`src/sv/mhsd_pkg.sv`:
```
// shared types and constants of the magic header stream deframer
package mhsd_pkg;

  localparam int unsigned HeaderBytes = 12;
  // bytes kept before the check; the final header byte comes straight from the input
  localparam int unsigned HdrStore    = HeaderBytes - 1;
  localparam int unsigned CntW        = $clog2(HeaderBytes);
  localparam int unsigned MagicPos    = 0;
  localparam int unsigned VersionPos  = 4;
  localparam int unsigned TypePos     = 5;
  localparam int unsigned RsvdPos     = 6;
  localparam int unsigned LenPos      = 8;

  localparam int unsigned MaxFrameW   = 25;
  localparam int unsigned CfgDataW    = 32;
  localparam int unsigned CfgIdxW     = 2;

  localparam logic [31:0]          MagicRst   = 32'h0000_0000;
  localparam logic [7:0]           VersionRst = 8'd1;
  localparam logic [MaxFrameW-1:0] LimitRst   = MaxFrameW'(1048576 - HeaderBytes);

  typedef enum logic [CfgIdxW-1:0] {
    CfgMagic    = 2'd0,
    CfgVersion  = 2'd1,
    CfgMaxFrame = 2'd2
  } cfg_idx_e;

  typedef enum logic [1:0] {
    KindPayload = 2'd0,
    KindEmpty   = 2'd1,
    KindError   = 2'd2
  } out_kind_e;

  typedef enum logic [1:0] {
    ErrMagic    = 2'd0,
    ErrVersion  = 2'd1,
    ErrReserved = 2'd2,
    ErrLength   = 2'd3
  } err_code_e;

  typedef logic [HdrStore-1:0][7:0] hdr_bytes_t;

  typedef struct packed {
    logic        bad;
    err_code_e   code;
    logic [31:0] len;
    logic [7:0]  ftype;
  } hdr_chk_t;

endpackage

```
`src/sv/mhsd_hdr_check.sv`:
```
// header validation: magic, version, reserved bytes and payload length limit
module mhsd_hdr_check (
  input  mhsd_pkg::hdr_bytes_t              hdr_i,
  input  logic [7:0]                        last_byte_i,
  input  logic [31:0]                       magic_i,
  input  logic [7:0]                        version_i,
  input  logic [mhsd_pkg::MaxFrameW-1:0]    limit_i,
  output mhsd_pkg::hdr_chk_t                chk_o
);

  logic [31:0] magic_rx;
  logic [31:0] len;
  logic        magic_bad, version_bad, rsvd_bad, len_bad;

  assign magic_rx = {hdr_i[mhsd_pkg::MagicPos+3], hdr_i[mhsd_pkg::MagicPos+2],
                     hdr_i[mhsd_pkg::MagicPos+1], hdr_i[mhsd_pkg::MagicPos]};
  assign len      = {last_byte_i, hdr_i[mhsd_pkg::LenPos+2],
                     hdr_i[mhsd_pkg::LenPos+1], hdr_i[mhsd_pkg::LenPos]};

  assign magic_bad   = (magic_rx != magic_i);
  assign version_bad = (hdr_i[mhsd_pkg::VersionPos] != version_i);
  assign rsvd_bad    = (hdr_i[mhsd_pkg::RsvdPos] != 8'd0) ||
                       (hdr_i[mhsd_pkg::RsvdPos+1] != 8'd0);
  assign len_bad     = (len > {{(32-mhsd_pkg::MaxFrameW){1'b0}}, limit_i});

  always_comb begin
    chk_o.bad   = magic_bad | version_bad | rsvd_bad | len_bad;
    chk_o.len   = len;
    chk_o.ftype = hdr_i[mhsd_pkg::TypePos];
    // first failing check wins
    if (magic_bad) begin
      chk_o.code = mhsd_pkg::ErrMagic;
    end else if (version_bad) begin
      chk_o.code = mhsd_pkg::ErrVersion;
    end else if (rsvd_bad) begin
      chk_o.code = mhsd_pkg::ErrReserved;
    end else begin
      chk_o.code = mhsd_pkg::ErrLength;
    end
  end

endmodule

```
`src/sv/magic_header_stream_deframer.sv`:
```
// Byte-stream deframer: one byte per transaction in, at most one result per byte out.
// Each input byte is accepted and its result lands in an output register,
// so the block sustains one byte per clock; the input stalls only while the output
// register is full and not being taken. Frames carry a 12-byte little-endian header
// (magic, version, type, two zero bytes, 32-bit payload length) checked on its last
// byte; payload bytes stream out tagged with the frame type, tlast on the final one,
// and a zero-length frame yields one empty-frame marker. A failed check emits one
// error result and then every later byte is dropped until reset. The length limit
// is max_frame_bytes minus the header size, saturating at zero, worked out when the
// register is written.
module magic_header_stream_deframer (
  input  logic                          clk_i,
  input  logic                          rst_ni,
  // configuration writes
  input  logic                          cfg_we_i,
  input  logic [mhsd_pkg::CfgIdxW-1:0]  cfg_idx_i,
  input  logic [mhsd_pkg::CfgDataW-1:0] cfg_data_i,
  // input stream
  input  logic                          s_tvalid,
  output logic                          s_tready,
  input  logic [7:0]                    s_tdata,   // [7:0] in_byte
  // result stream
  output logic                          m_tvalid,
  input  logic                          m_tready,
  output logic [23:0]                   m_tdata,   // [7:0] frame_type, [15:8] data_byte,
                                                   // [17:16] error_code, [23:18] zero
  output logic [1:0]                    m_tuser,   // [1:0] out_kind
  output logic                          m_tlast    // last_of_frame
);

  localparam logic [mhsd_pkg::CntW-1:0] LastCnt = mhsd_pkg::CntW'(mhsd_pkg::HeaderBytes - 1);

  // configuration
  logic [31:0]                    magic_q;
  logic [7:0]                     version_q;
  logic [mhsd_pkg::MaxFrameW-1:0] limit_q, limit_d, cfg_max;

  // parse state
  mhsd_pkg::hdr_bytes_t           hdr_q;
  logic [mhsd_pkg::CntW-1:0]      cnt_q, cnt_d;
  logic [31:0]                    rem_q, rem_d;
  logic [7:0]                     type_q, type_d;
  logic                           err_q, err_d;

  // result register
  logic                           out_valid_q, out_valid_d;
  mhsd_pkg::out_kind_e            kind_q, kind_d;
  logic [7:0]                     ftype_q, ftype_d;
  logic [7:0]                     data_q, data_d;
  logic                           last_q, last_d;
  mhsd_pkg::err_code_e            code_q, code_d;

  logic                           accept, out_load, hdr_wr;
  mhsd_pkg::hdr_chk_t             chk;

  assign cfg_max = cfg_data_i[mhsd_pkg::MaxFrameW-1:0];
  assign limit_d = (cfg_max >= mhsd_pkg::MaxFrameW'(mhsd_pkg::HeaderBytes)) ?
                   cfg_max - mhsd_pkg::MaxFrameW'(mhsd_pkg::HeaderBytes) : '0;

  always_ff @(posedge clk_i or negedge rst_ni) begin
    if (!rst_ni) begin
      magic_q   <= mhsd_pkg::MagicRst;
      version_q <= mhsd_pkg::VersionRst;
      limit_q   <= mhsd_pkg::LimitRst;
    end else if (cfg_we_i) begin
      unique case (cfg_idx_i)
        mhsd_pkg::CfgMagic:    magic_q   <= cfg_data_i;
        mhsd_pkg::CfgVersion:  version_q <= cfg_data_i[7:0];
        mhsd_pkg::CfgMaxFrame: limit_q   <= limit_d;
        default: ;
      endcase
    end
  end

  mhsd_hdr_check u_check (
    .hdr_i       (hdr_q),
    .last_byte_i (s_tdata),
    .magic_i     (magic_q),
    .version_i   (version_q),
    .limit_i     (limit_q),
    .chk_o       (chk)
  );

  assign s_tready = !out_valid_q || m_tready;
  assign accept   = s_tvalid && s_tready;

  always_comb begin
    cnt_d    = cnt_q;
    rem_d    = rem_q;
    type_d   = type_q;
    err_d    = err_q;
    out_load = 1'b0;
    hdr_wr   = 1'b0;
    kind_d   = mhsd_pkg::KindPayload;
    ftype_d  = type_q;
    data_d   = 8'd0;
    last_d   = 1'b0;
    code_d   = mhsd_pkg::ErrMagic;
    if (accept && !err_q) begin
      if (rem_q != 32'd0) begin
        rem_d    = rem_q - 32'd1;
        out_load = 1'b1;
        data_d   = s_tdata;
        last_d   = (rem_q == 32'd1);
      end else if (cnt_q != LastCnt) begin
        hdr_wr = 1'b1;
        cnt_d  = cnt_q + 1'b1;
      end else begin
        cnt_d = '0;
        if (chk.bad) begin
          err_d    = 1'b1;
          out_load = 1'b1;
          kind_d   = mhsd_pkg::KindError;
          ftype_d  = 8'd0;
          code_d   = chk.code;
        end else begin
          type_d = chk.ftype;
          rem_d  = chk.len;
          if (chk.len == 32'd0) begin
            out_load = 1'b1;
            kind_d   = mhsd_pkg::KindEmpty;
            ftype_d  = chk.ftype;
            last_d   = 1'b1;
          end
        end
      end
    end
  end

  assign out_valid_d = out_load || (out_valid_q && !m_tready);

  always_ff @(posedge clk_i or negedge rst_ni) begin
    if (!rst_ni) begin
      cnt_q       <= '0;
      rem_q       <= '0;
      type_q      <= '0;
      err_q       <= 1'b0;
      out_valid_q <= 1'b0;
    end else begin
      cnt_q       <= cnt_d;
      rem_q       <= rem_d;
      type_q      <= type_d;
      err_q       <= err_d;
      out_valid_q <= out_valid_d;
    end
  end

  // header bytes hold no reset; each is written before it is checked
  always_ff @(posedge clk_i) begin
    if (hdr_wr) begin
      hdr_q[cnt_q] <= s_tdata;
    end
  end

  always_ff @(posedge clk_i) begin
    if (out_load) begin
      kind_q  <= kind_d;
      ftype_q <= ftype_d;
      data_q  <= data_d;
      last_q  <= last_d;
      code_q  <= code_d;
    end
  end

  assign m_tvalid = out_valid_q;
  assign m_tdata  = {6'd0, code_q, data_q, ftype_q};
  assign m_tuser  = kind_q;
  assign m_tlast  = last_q;

  // the error latch only clears on reset
  assert property (@(posedge clk_i) disable iff (!rst_ni) err_q |=> err_q)
    else $error("error latch cleared");

  // nothing is produced once an error is latched
  assert property (@(posedge clk_i) disable iff (!rst_ni) err_q |-> !out_load)
    else $error("result produced after error");

  // no header collection while payload is pending
  assert property (@(posedge clk_i) disable iff (!rst_ni) (rem_q != 32'd0) |-> (cnt_q == '0))
    else $error("header count moved during payload");

  // a result is never loaded over one that is still waiting
  assert property (@(posedge clk_i) disable iff (!rst_ni)
                   (out_valid_q && !m_tready) |-> !out_load)
    else $error("result register overwritten");

  // an error result latches the error
  assert property (@(posedge clk_i) disable iff (!rst_ni)
                   (out_load && kind_d == mhsd_pkg::KindError) |=> err_q)
    else $error("error result without latch");

endmodule
```
`config.mk`:
```
export PLATFORM = sky130hd
export DESIGN_NAME = magic_header_stream_deframer
export DESIGN_NICKNAME = d
export VERILOG_FILES = /design/src/sv/mhsd_pkg.sv /design/src/sv/mhsd_hdr_check.sv /design/src/sv/magic_header_stream_deframer.sv
export SDC_FILE = /design/constraint.sdc
export NUM_CORES = 1
export LEC_CHECK = 0
export BUFFER_PORTS_ARGS = -buffer_cell sky130_fd_sc_hd__buf_4
export CAP_MARGIN = 20
export CORE_MARGIN = 2
export CORE_UTILIZATION = 60
export CTS_CLUSTER_DIAMETER = 50
export DETAILED_ROUTE_END_ITERATION = 8
export PLACE_DENSITY = 0.81
export SYNTH_ARGS = -nofsm -noshare
export SYNTH_HDL_FRONTEND = slang
export SYNTH_SLANG_ARGS = --single-unit
```
`constraint.sdc`:
```
create_clock -name clk_i -period 3.8 [get_ports clk_i]
set_clock_uncertainty 0.2 [all_clocks]
set_input_delay 0.19 -clock clk_i [delete_from_list [all_inputs] [get_ports clk_i]]
set_output_delay 0.19 -clock clk_i [all_outputs]
set_load 0.01 [all_outputs]
```
==> PnR_summary.wiki, run 1 <==
{| class="wikitable"
! Metric !! Value
|-
| Pin count of the biggest net entering global routing || 62
|-
| Crit-path leading delay family || simple AND/OR/NAND/NOR gates
|-
| Die height || 136 um
|-
| Detailed-route DRC error count || 0
|-
| Setup slack after placement || 0.417 ns
|-
| Number of sinks on the clock net || 220
|-
| Number of buffers created by CTS || 26
|-
| Wirelength, routed || 27200 um
|-
| Tightest Pin Transition || 0.850 ns
|-
| Unrepaired setup endpoints after global routing || no
|-
| Worst vdd ir || 459 uV
|-
| Maxcap violations || 0
|-
| Detailed-route via count || 7605
|-
| Initial detailed-routing violation count || 574
|-
| Wire per inst || 21.7 um
|-
| Cell type with the highest aggregate area in the netlist || sky130_fd_sc_hd__edfxtp_1
|-
| Area of the die || 18500 um2
|-
| CTS H-Tree Depth || 1
|-
| Worst Path Required || 3.80 ns
|-
| Status || complete, no violations
|-
| Cell count after placement || 1164
|-
| Final setup margin || 0.333 ns
|-
| Number of global-route vias before repair || 7721
|-
| Final-stage net count || 1087
|-
| Post-CTS setup buffer count || 0
|-
| Fraction of final layout cells sized beyond drive strength 1 || 23.4%
|-
| Average size of a mapped cell || 12.0 um2
|-
| Post-detailed-route count of antenna-violating nets || 0
|-
| Pins Over Slew Limit || 0
|-
| Global-route wire length before repair || 42300 um
|-
| Biggest area contributors in the synthesized netlist || sky130_fd_sc_hd__edfxtp_1, sky130_fd_sc_hd__dfrtp_1, sky130_fd_sc_hd__mux2_2
|-
| Portion of the post-synthesis area used by sequential elements || 58.2%
|-
| GRT Total Usage || 30.2%
|-
| Chain of cells forming the critical path || inv_1 -> ha_1 -> nand4_1 -> or4_1 -> nor4_2 -> o21bai_1 -> nor3_1 -> a21oi_1 -> or2_2
|-
| Max Buffers Root-to-Sink || 3
|-
| Initial core utilization || 60.8%
|-
| Clock transition at the register clock pins on the worst setup and hold paths after CTS || 0.06 ns
|-
| Detailed placer's ending HPWL || 17200 um
|-
| Class of the worst hold path || input port to register
|-
| Yosys warning total || 0
|-
| Power density over cell area || 518 nW/um2
|-
| Core ar. || 17200 um2
|-
| Root buffer cell || sky130_fd_sc_hd__clkbuf_16
|-
| Standard-cell row count || 48
|-
| CTS-repair resized insts || 0
|-
| Worst endpoint data arrival time || 3.47 ns
|-
| Routability Congestion || 0.891
|-
| Beginning of the worst register-to-register path || limit_q[9]
|-
| Ys async rst share || 50.5%
|-
| Top cells by instance count after synthesis || sky130_fd_sc_hd__edfxtp_1, sky130_fd_sc_hd__dfrtp_1, sky130_fd_sc_hd__nand2_1
|-
| Number of distinct library cells after synthesis || 79
|-
| Most used flip-flop cell after synthesis || sky130_fd_sc_hd__edfxtp_1
|-
| Rel. slew slack || 43.3%
|-
| Startpoint of the tightest hold check path || s_tdata[0]
|-
| Share of the synthesized area in the top cell type || 31.4%
|-
| Maximum achievable frequency || 0.288 GHz
|-
| Die Span X || 136 um
|-
| # setup viols final || 0
|-
| Critical path origin || limit_q[9]
|-
| Final period util || 91.2%
|-
| Kind of start point of the critical path || register
|-
| Maximum cell stage delay along the critical path || 0.57 ns
|-
| Critical path endpoint category || register
|-
| Number of buffers inserted for hold repair after clock tree synthesis || 41
|-
| Signed area change from the synthesized netlist to the final layout || 20.9%
|-
| Worst-path cell with the longest stage delay || sky130_fd_sc_hd__or4_1
|-
| I/O pin count || 76
|-
| CP max FO || 21
|-
| CTS tree || done
|-
| Buf+Inv Stages, Crit Path || 1
|-
| Leak || 5.01 nW
|-
| Clk Latency, worst-skew pair || 0.52 ns
|-
| Router iterations before antenna repair || 5
|-
| Final Cell Area || 12600 um2
|-
| Summed instance area of the synthesized netlist || 10400 um2
|-
| Number of enable-type register cells in the synthesized netlist || 109
|-
| Placed Area || 11300 um2
|-
| Final instance count without filler cells || 1252
|-
| Post-synthesis sequential element count || 220
|-
| Vias per std cell || 6.07
|-
| PortBufs || 69
|-
| Most numerous cell in the Yosys netlist || sky130_fd_sc_hd__edfxtp_1
|-
| Kind of critical path || register to register
|-
| Number of antenna violations at the first check in global routing || 0
|-
| Time the worst path needs with I/O delays and setup || 3.47 ns
|-
| Final hold vios || 0
|-
| Antenna cell count || 0
|-
| Syn Inst Count || 869
|-
| Total negative setup slack || 0 ns
|-
| Grt ovf || 0
|}
[power breakdown]
group | switching [mW] | internal, mW | leakage [nW]
combinational | 0.532 | 0.461 | 2.22
clock | 0.991 | 1.62 | 0.447
sequential | 0.192 | 2.74 | 2.35
[per-stage QoR]
step | hold WS, ns | power, mW | util [%]
2_1_floorplan | -0.306 | 3.58 | -
3_3_place_gp | 0.137 | 3.86 | 65.8
3_5_place_dp | 0.142 | 3.89 | 65.8
4_1_cts | 0.00172 | 6.54 | 73.4
5_1_grt | 0.0124 | 6.78 | 73.4
6_report | 0.0300 | 6.53 | 73.4
[layout by cell type, fill, tap and decap left out, types with 9 or more instances in the layout]
master / count
sky130_fd_sc_hd__nand3_1: 9
sky130_fd_sc_hd__nand4_1: 20
sky130_fd_sc_hd__clkbuf_16: 27
sky130_fd_sc_hd__mux2_2: 47
sky130_fd_sc_hd__or3_1: 14
sky130_fd_sc_hd__nand2_1: 70
sky130_fd_sc_hd__edfxtp_1: 109
sky130_fd_sc_hd__buf_4: 95
sky130_fd_sc_hd__and3_1: 12
sky130_fd_sc_hd__o21ai_0: 48
sky130_fd_sc_hd__inv_1: 46
sky130_fd_sc_hd__nor4_1: 20
sky130_fd_sc_hd__a21oi_2: 10
sky130_fd_sc_hd__o21ai_1: 20
sky130_fd_sc_hd__nor2_1: 40
sky130_fd_sc_hd__dfrtp_1: 93
sky130_fd_sc_hd__ha_1: 32
sky130_fd_sc_hd__dfstp_2: 18
sky130_fd_sc_hd__nor3_1: 33
sky130_fd_sc_hd__dlygate4sd3_1: 41
sky130_fd_sc_hd__xnor2_1: 55
sky130_fd_sc_hd__o31ai_1: 9
sky130_fd_sc_hd__a21oi_1: 18
[area by class of cell]
class                      instances  area (um2)
inverter                          47         176
sequential                       220        6070
timing repair buffer             136        1120
tap                              225         282
clock inverter                    14         191
fill                            1112        4560
clock buffer                      33         718
multi-input combinational        577        4050
[flip-flops by register name, indices dropped and copies added (netlist names), 4 cells and up]
register,count
hdr_q,88
magic_q,32
rem_q,32
limit_q,25
data_q,8
ftype_q,8
type_q,8
version_q,8
cnt_q,4
[layer usage]
layer / vias up / GRT usage (%) / wire length, um
met3: 101 / 5.07 / 1900
met2: 341 / 51.5 / 13500
met5: - / 0 / 0
met4: 0 / 12.5 / 1180
li1: 3471 / - / -
met1: 3692 / 38.6 / 10600
[path summary, 6_finish.rpt]
check / endpoint / slack (ns) / cells after the start
min: hdr_q[8] / 0.03 / 2
min in group asynchronous: rem_q[17] / 0.12 / 2
max in group asynchronous: limit_q[15] / 2.33 / 3
min reg2reg: limit_q[16] / 0.28 / 2
max reg2reg: ftype_q[2] / 0.33 / 9
max: ftype_q[2] / 0.33 / 9
[logic make-up after synthesis]
family / synth area share (%)
buf+inv: 3.24
flops: 58.2
compound gates: 9.64
other cells: 0.0359
fa+ha+maj: 3.84
xor+xnor: 5.12
simple gates: 14.6
mux: 5.36
[worst register-to-register path, delay by kind of cell (launching register included)]
family	cells	cell delay (ns)
buffers and inverters	1	0.05
flip-flops	1	0.53
AND/OR/NAND/NOR	5	1.73
adder cells (fa/ha/maj)	1	0.29
AO/OA/AOI/OAI	2	0.35
(Power assumes the default switching activity.)
==> run 2, diff against run 1 <==
==> constraint.sdc (replaced) <==
create_clock -name clk_i -period 4.2 [get_ports clk_i]
set_clock_uncertainty 0.2 [all_clocks]
set_input_delay 0.21 -clock clk_i [delete_from_list [all_inputs] [get_ports clk_i]]
set_output_delay 0.21 -clock clk_i [all_outputs]
set_load 0.01 [all_outputs]
==> run 2 against run 1 <==
Sequential share of layout area about the same. Global-route usage is 0.24 points higher. Setup slack lost 0.0019 ns. Core utilization hardly changed. Flip-flop and latch count did not move. Critical path depth stayed put. Critical endpoint is now data_q[0]. Hold slack better by 0.0038 ns. Combinational power decreased by 9.0%. Final area about the same. Clock power shrank 9.6%. Power decreased by 9.5%.
==> PnR_summary.wiki, run 2 (same netlist as run 1, synthesis figures left out) <==
{| class="wikitable"
! Metric !! Value
|-
| Initial detailed-routing violation count || 680 (+18%)
|-
| PortBufs || 69 (unchanged)
|-
| Worst Path Required || 4.22 ns (+0.42 ns)
|-
| Maximum achievable frequency || 0.259 GHz (-10%)
|-
| Final period util || 92.1% (+0.88 points)
|-
| Router iterations before antenna repair || 7 (+2)
|-
| Final instance count without filler cells || 1253 (+0.080%)
|-
| Detailed-route DRC error count || 0 (unchanged)
|-
| Wirelength, routed || 27400 um (+0.69%)
|-
| Tightest Pin Transition || 1.06 ns (+0.210 ns)
|-
| Number of buffers inserted for hold repair after clock tree synthesis || 41 (unchanged)
|-
| Antenna cell count || 0 (unchanged)
|-
| Kind of start point of the critical path || register
|-
| Maxcap violations || 0 (unchanged)
|-
| Initial core utilization || 60.8% (unchanged)
|-
| Total negative setup slack || 0 ns (unchanged)
|-
| Switching Fraction || 27.0% (+0.68 points)
|-
| Grt ovf || 0 (unchanged)
|-
| Cell count after placement || 1160 (-0.34%)
|-
| Leak || 5.00 nW (-0.20%)
|-
| Number of global-route vias before repair || 7804 (+1.1%)
|-
| Registers with the most flip-flops || hdr_q: 88 flops, magic_q: 32 flops, rem_q: 32 flops
|-
| Power density over cell area || 468 nW/um2 (-9.6%)
|-
| I/O pin count || 76 (unchanged)
|-
| Number of sinks on the clock net || 220 (unchanged)
|-
| Leading cell types in the layout, fill and taps excluded || sky130_fd_sc_hd__edfxtp_1, sky130_fd_sc_hd__dfrtp_1, sky130_fd_sc_hd__buf_4
|-
| Wire per inst || 21.9 um (+0.61%)
|-
| CTS H-Tree Depth || 1 (unchanged)
|-
| Post-CTS setup buffer count || 0 (unchanged)
|-
| Worst vdd ir || 445 uV (-2.9%)
|-
| Area of the die || 18500 um2 (unchanged)
|-
| Core ar. || 17200 um2 (unchanged)
|-
| Final setup margin || 0.332 ns (-0.00186 ns)
|-
| Detailed placer's ending HPWL || 17600 um (+2.3%)
|-
| Relative contribution of sequential cells to total power || 44.8% (about the same)
|-
| Max FFs per register || 88 (unchanged)
|-
| Status || complete, no violations
|-
| Sw power || 1.59 mW (-7.2%)
|-
| Post-detailed-route count of antenna-violating nets || 0 (unchanged)
|-
| CTS-repair resized insts || 0 (unchanged)
|-
| Leading cell type in the layout, fill and taps excluded || sky130_fd_sc_hd__edfxtp_1
|-
| Kind of critical path || register to register
|-
| Design internal power || 4.32 mW (-10%)
|-
| GRT Total Usage || 30.5% (+0.24 points)
|-
| Standard-cell row count || 48 (unchanged)
|-
| # setup viols final || 0 (unchanged)
|-
| Root buffer cell || sky130_fd_sc_hd__clkbuf_16
|-
| Unrepaired setup endpoints after global routing || no
|-
| Worst endpoint data arrival time || 3.89 ns (+0.42 ns)
|-
| Time the worst path needs with I/O delays and setup || 3.87 ns (+0.402 ns)
|-
| CTS tree || done
|-
| Final hold vios || 0 (unchanged)
|-
| Clk Latency, worst-skew pair || 0.54 ns (+0.02 ns)
|-
| Util after Layout || 73.5% (about the same)
|-
| Pin count of the biggest net entering global routing || 76 (+23%)
|-
| Part of the power in the clock network || 39.9% (about the same)
|-
| Pins Over Slew Limit || 0 (unchanged)
|-
| Signed area change from the synthesized netlist to the final layout || 20.9% (about the same)
|-
| Critical path endpoint category || register
|-
| Die Span X || 136 um (unchanged)
|-
| Setup slack after placement || 0.445 ns (+0.0287 ns)
|-
| Die height || 136 um (unchanged)
|-
| Combinational share of power || 15.3% (about the same)
|-
| Multi-input combinational cell area || 4050 um2 (unchanged)
|-
| Reg with most FFs || hdr_q
|-
| Total area of sequential cells || 6070 um2 (unchanged)
|-
| Class of the worst hold path || input port to register
|-
| Clock transition at the register clock pins on the worst setup and hold paths after CTS || 0.06 ns (about the same)
|-
| Detailed-route via count || 7670 (+0.85%)
|-
| Global-route wire length before repair || 42700 um (+0.85%)
|-
| Number of antenna violations at the first check in global routing || 0 (unchanged)
|-
| Fraction of final layout cells sized beyond drive strength 1 || 22.9% (-0.51 points)
|-
| CP max FO || 21 (unchanged)
|-
| Routability Congestion || 0.854 (-4.2%)
|-
| Filler cell count || 1120 (+0.72%)
|-
| Max Buffers Root-to-Sink || 3 (unchanged)
|-
| Final-stage net count || 1086 (-0.092%)
|-
| Number of buffers created by CTS || 27 (+3.8%)
|-
| Rel. slew slack || 29.1% (-14 points)
|-
| Vias per std cell || 6.12 (+0.77%)
|}
==> run 2: cell count changes in the layout (fill, tap and decap cells not counted), moves of 2 or more <==
| cell | previous run | this run |
|---|---|---|
| sky130_fd_sc_hd__buf_4 | 95 | 91 |
| sky130_fd_sc_hd__clkbuf_1 | 4 | 7 |
| sky130_fd_sc_hd__inv_6 | 5 | 2 |
| sky130_fd_sc_hd__clkinv_1 | 1 | 3 |
| sky130_fd_sc_hd__clkinv_2 | 4 | 2 |
==> run 2: power by group through the flow <==
stage	Combinational, mW	Clock (mW)	Sequential [mW]
3_5_place_dp	0.850	0	2.68
6_report	0.904	2.36	2.65
2_1_floorplan	0.601	0	2.64
4_1_cts	0.889	2.37	2.64
3_3_place_gp	0.819	0	2.67
5_1_grt	0.997	2.46	2.67
==> run 2: worst paths after layout <==
kind	depth (start not counted)	slack, ns	startpoint	to
worst max register to register	9	0.33	limit_q[19]	data_q[0]
worst min-delay path	2	0.03	s_tdata[0]	hdr_q[48]
worst min register to register	2	0.28	limit_q[17]	limit_q[17]
worst max-delay path	9	0.33	limit_q[19]	data_q[0]
max in group asynchronous	5	2.48	rst_ni	magic_q[10]
min in group asynchronous	3	0.44	rst_ni	rem_q[18]
==> run 2: final cells by class <==
class / count / share of cell area [%]
tap: 225 / 2.23
timing repair buffer: 134 / 8.96
inverter: 47 / 1.40
multi-input combinational: 577 / 32.1
clock inverter: 14 / 1.43
sequential: 220 / 48.1
clock buffer: 36 / 5.78
==> run 2: worst max-delay path: stages (launching register included) <==
cell and delay, ns:
sky130_fd_sc_hd__dfstp_2 0.52, sky130_fd_sc_hd__inv_1 0.04, sky130_fd_sc_hd__ha_1 0.32, sky130_fd_sc_hd__a21oi_1 0.14, sky130_fd_sc_hd__o21ai_0 0.11, sky130_fd_sc_hd__a2111oi_1 0.79
sky130_fd_sc_hd__o21bai_1 0.32, sky130_fd_sc_hd__nor3_1 0.44, sky130_fd_sc_hd__a21oi_1 0.15, sky130_fd_sc_hd__or2_2 0.51
==> run 2: metal layers <==
| layer | track usage, % | routed length (um) | vias to the layer above |
|---|---|---|---|
| met5 | 0 | 0 | - |
| li1 | - | - | 3467 |
| met1 | 38.7 | 10700 | 3794 |
| met4 | 11.9 | 1120 | 0 |
| met3 | 5.33 | 1930 | 83 |
| met2 | 52.3 | 13700 | 326 |
==> run 2: per-stage QoR <==
step                      total power [mW]  area [um2]  hold WS, ns
after CTS                             5.90       12600       0.0199
after global routing                  6.13       12600       0.0262
after detailed placement              3.53       11300        0.233
after global placement                3.49       11300        0.218
final                                 5.91       12600       0.0338
after floorplan                       3.24       10500       -0.286
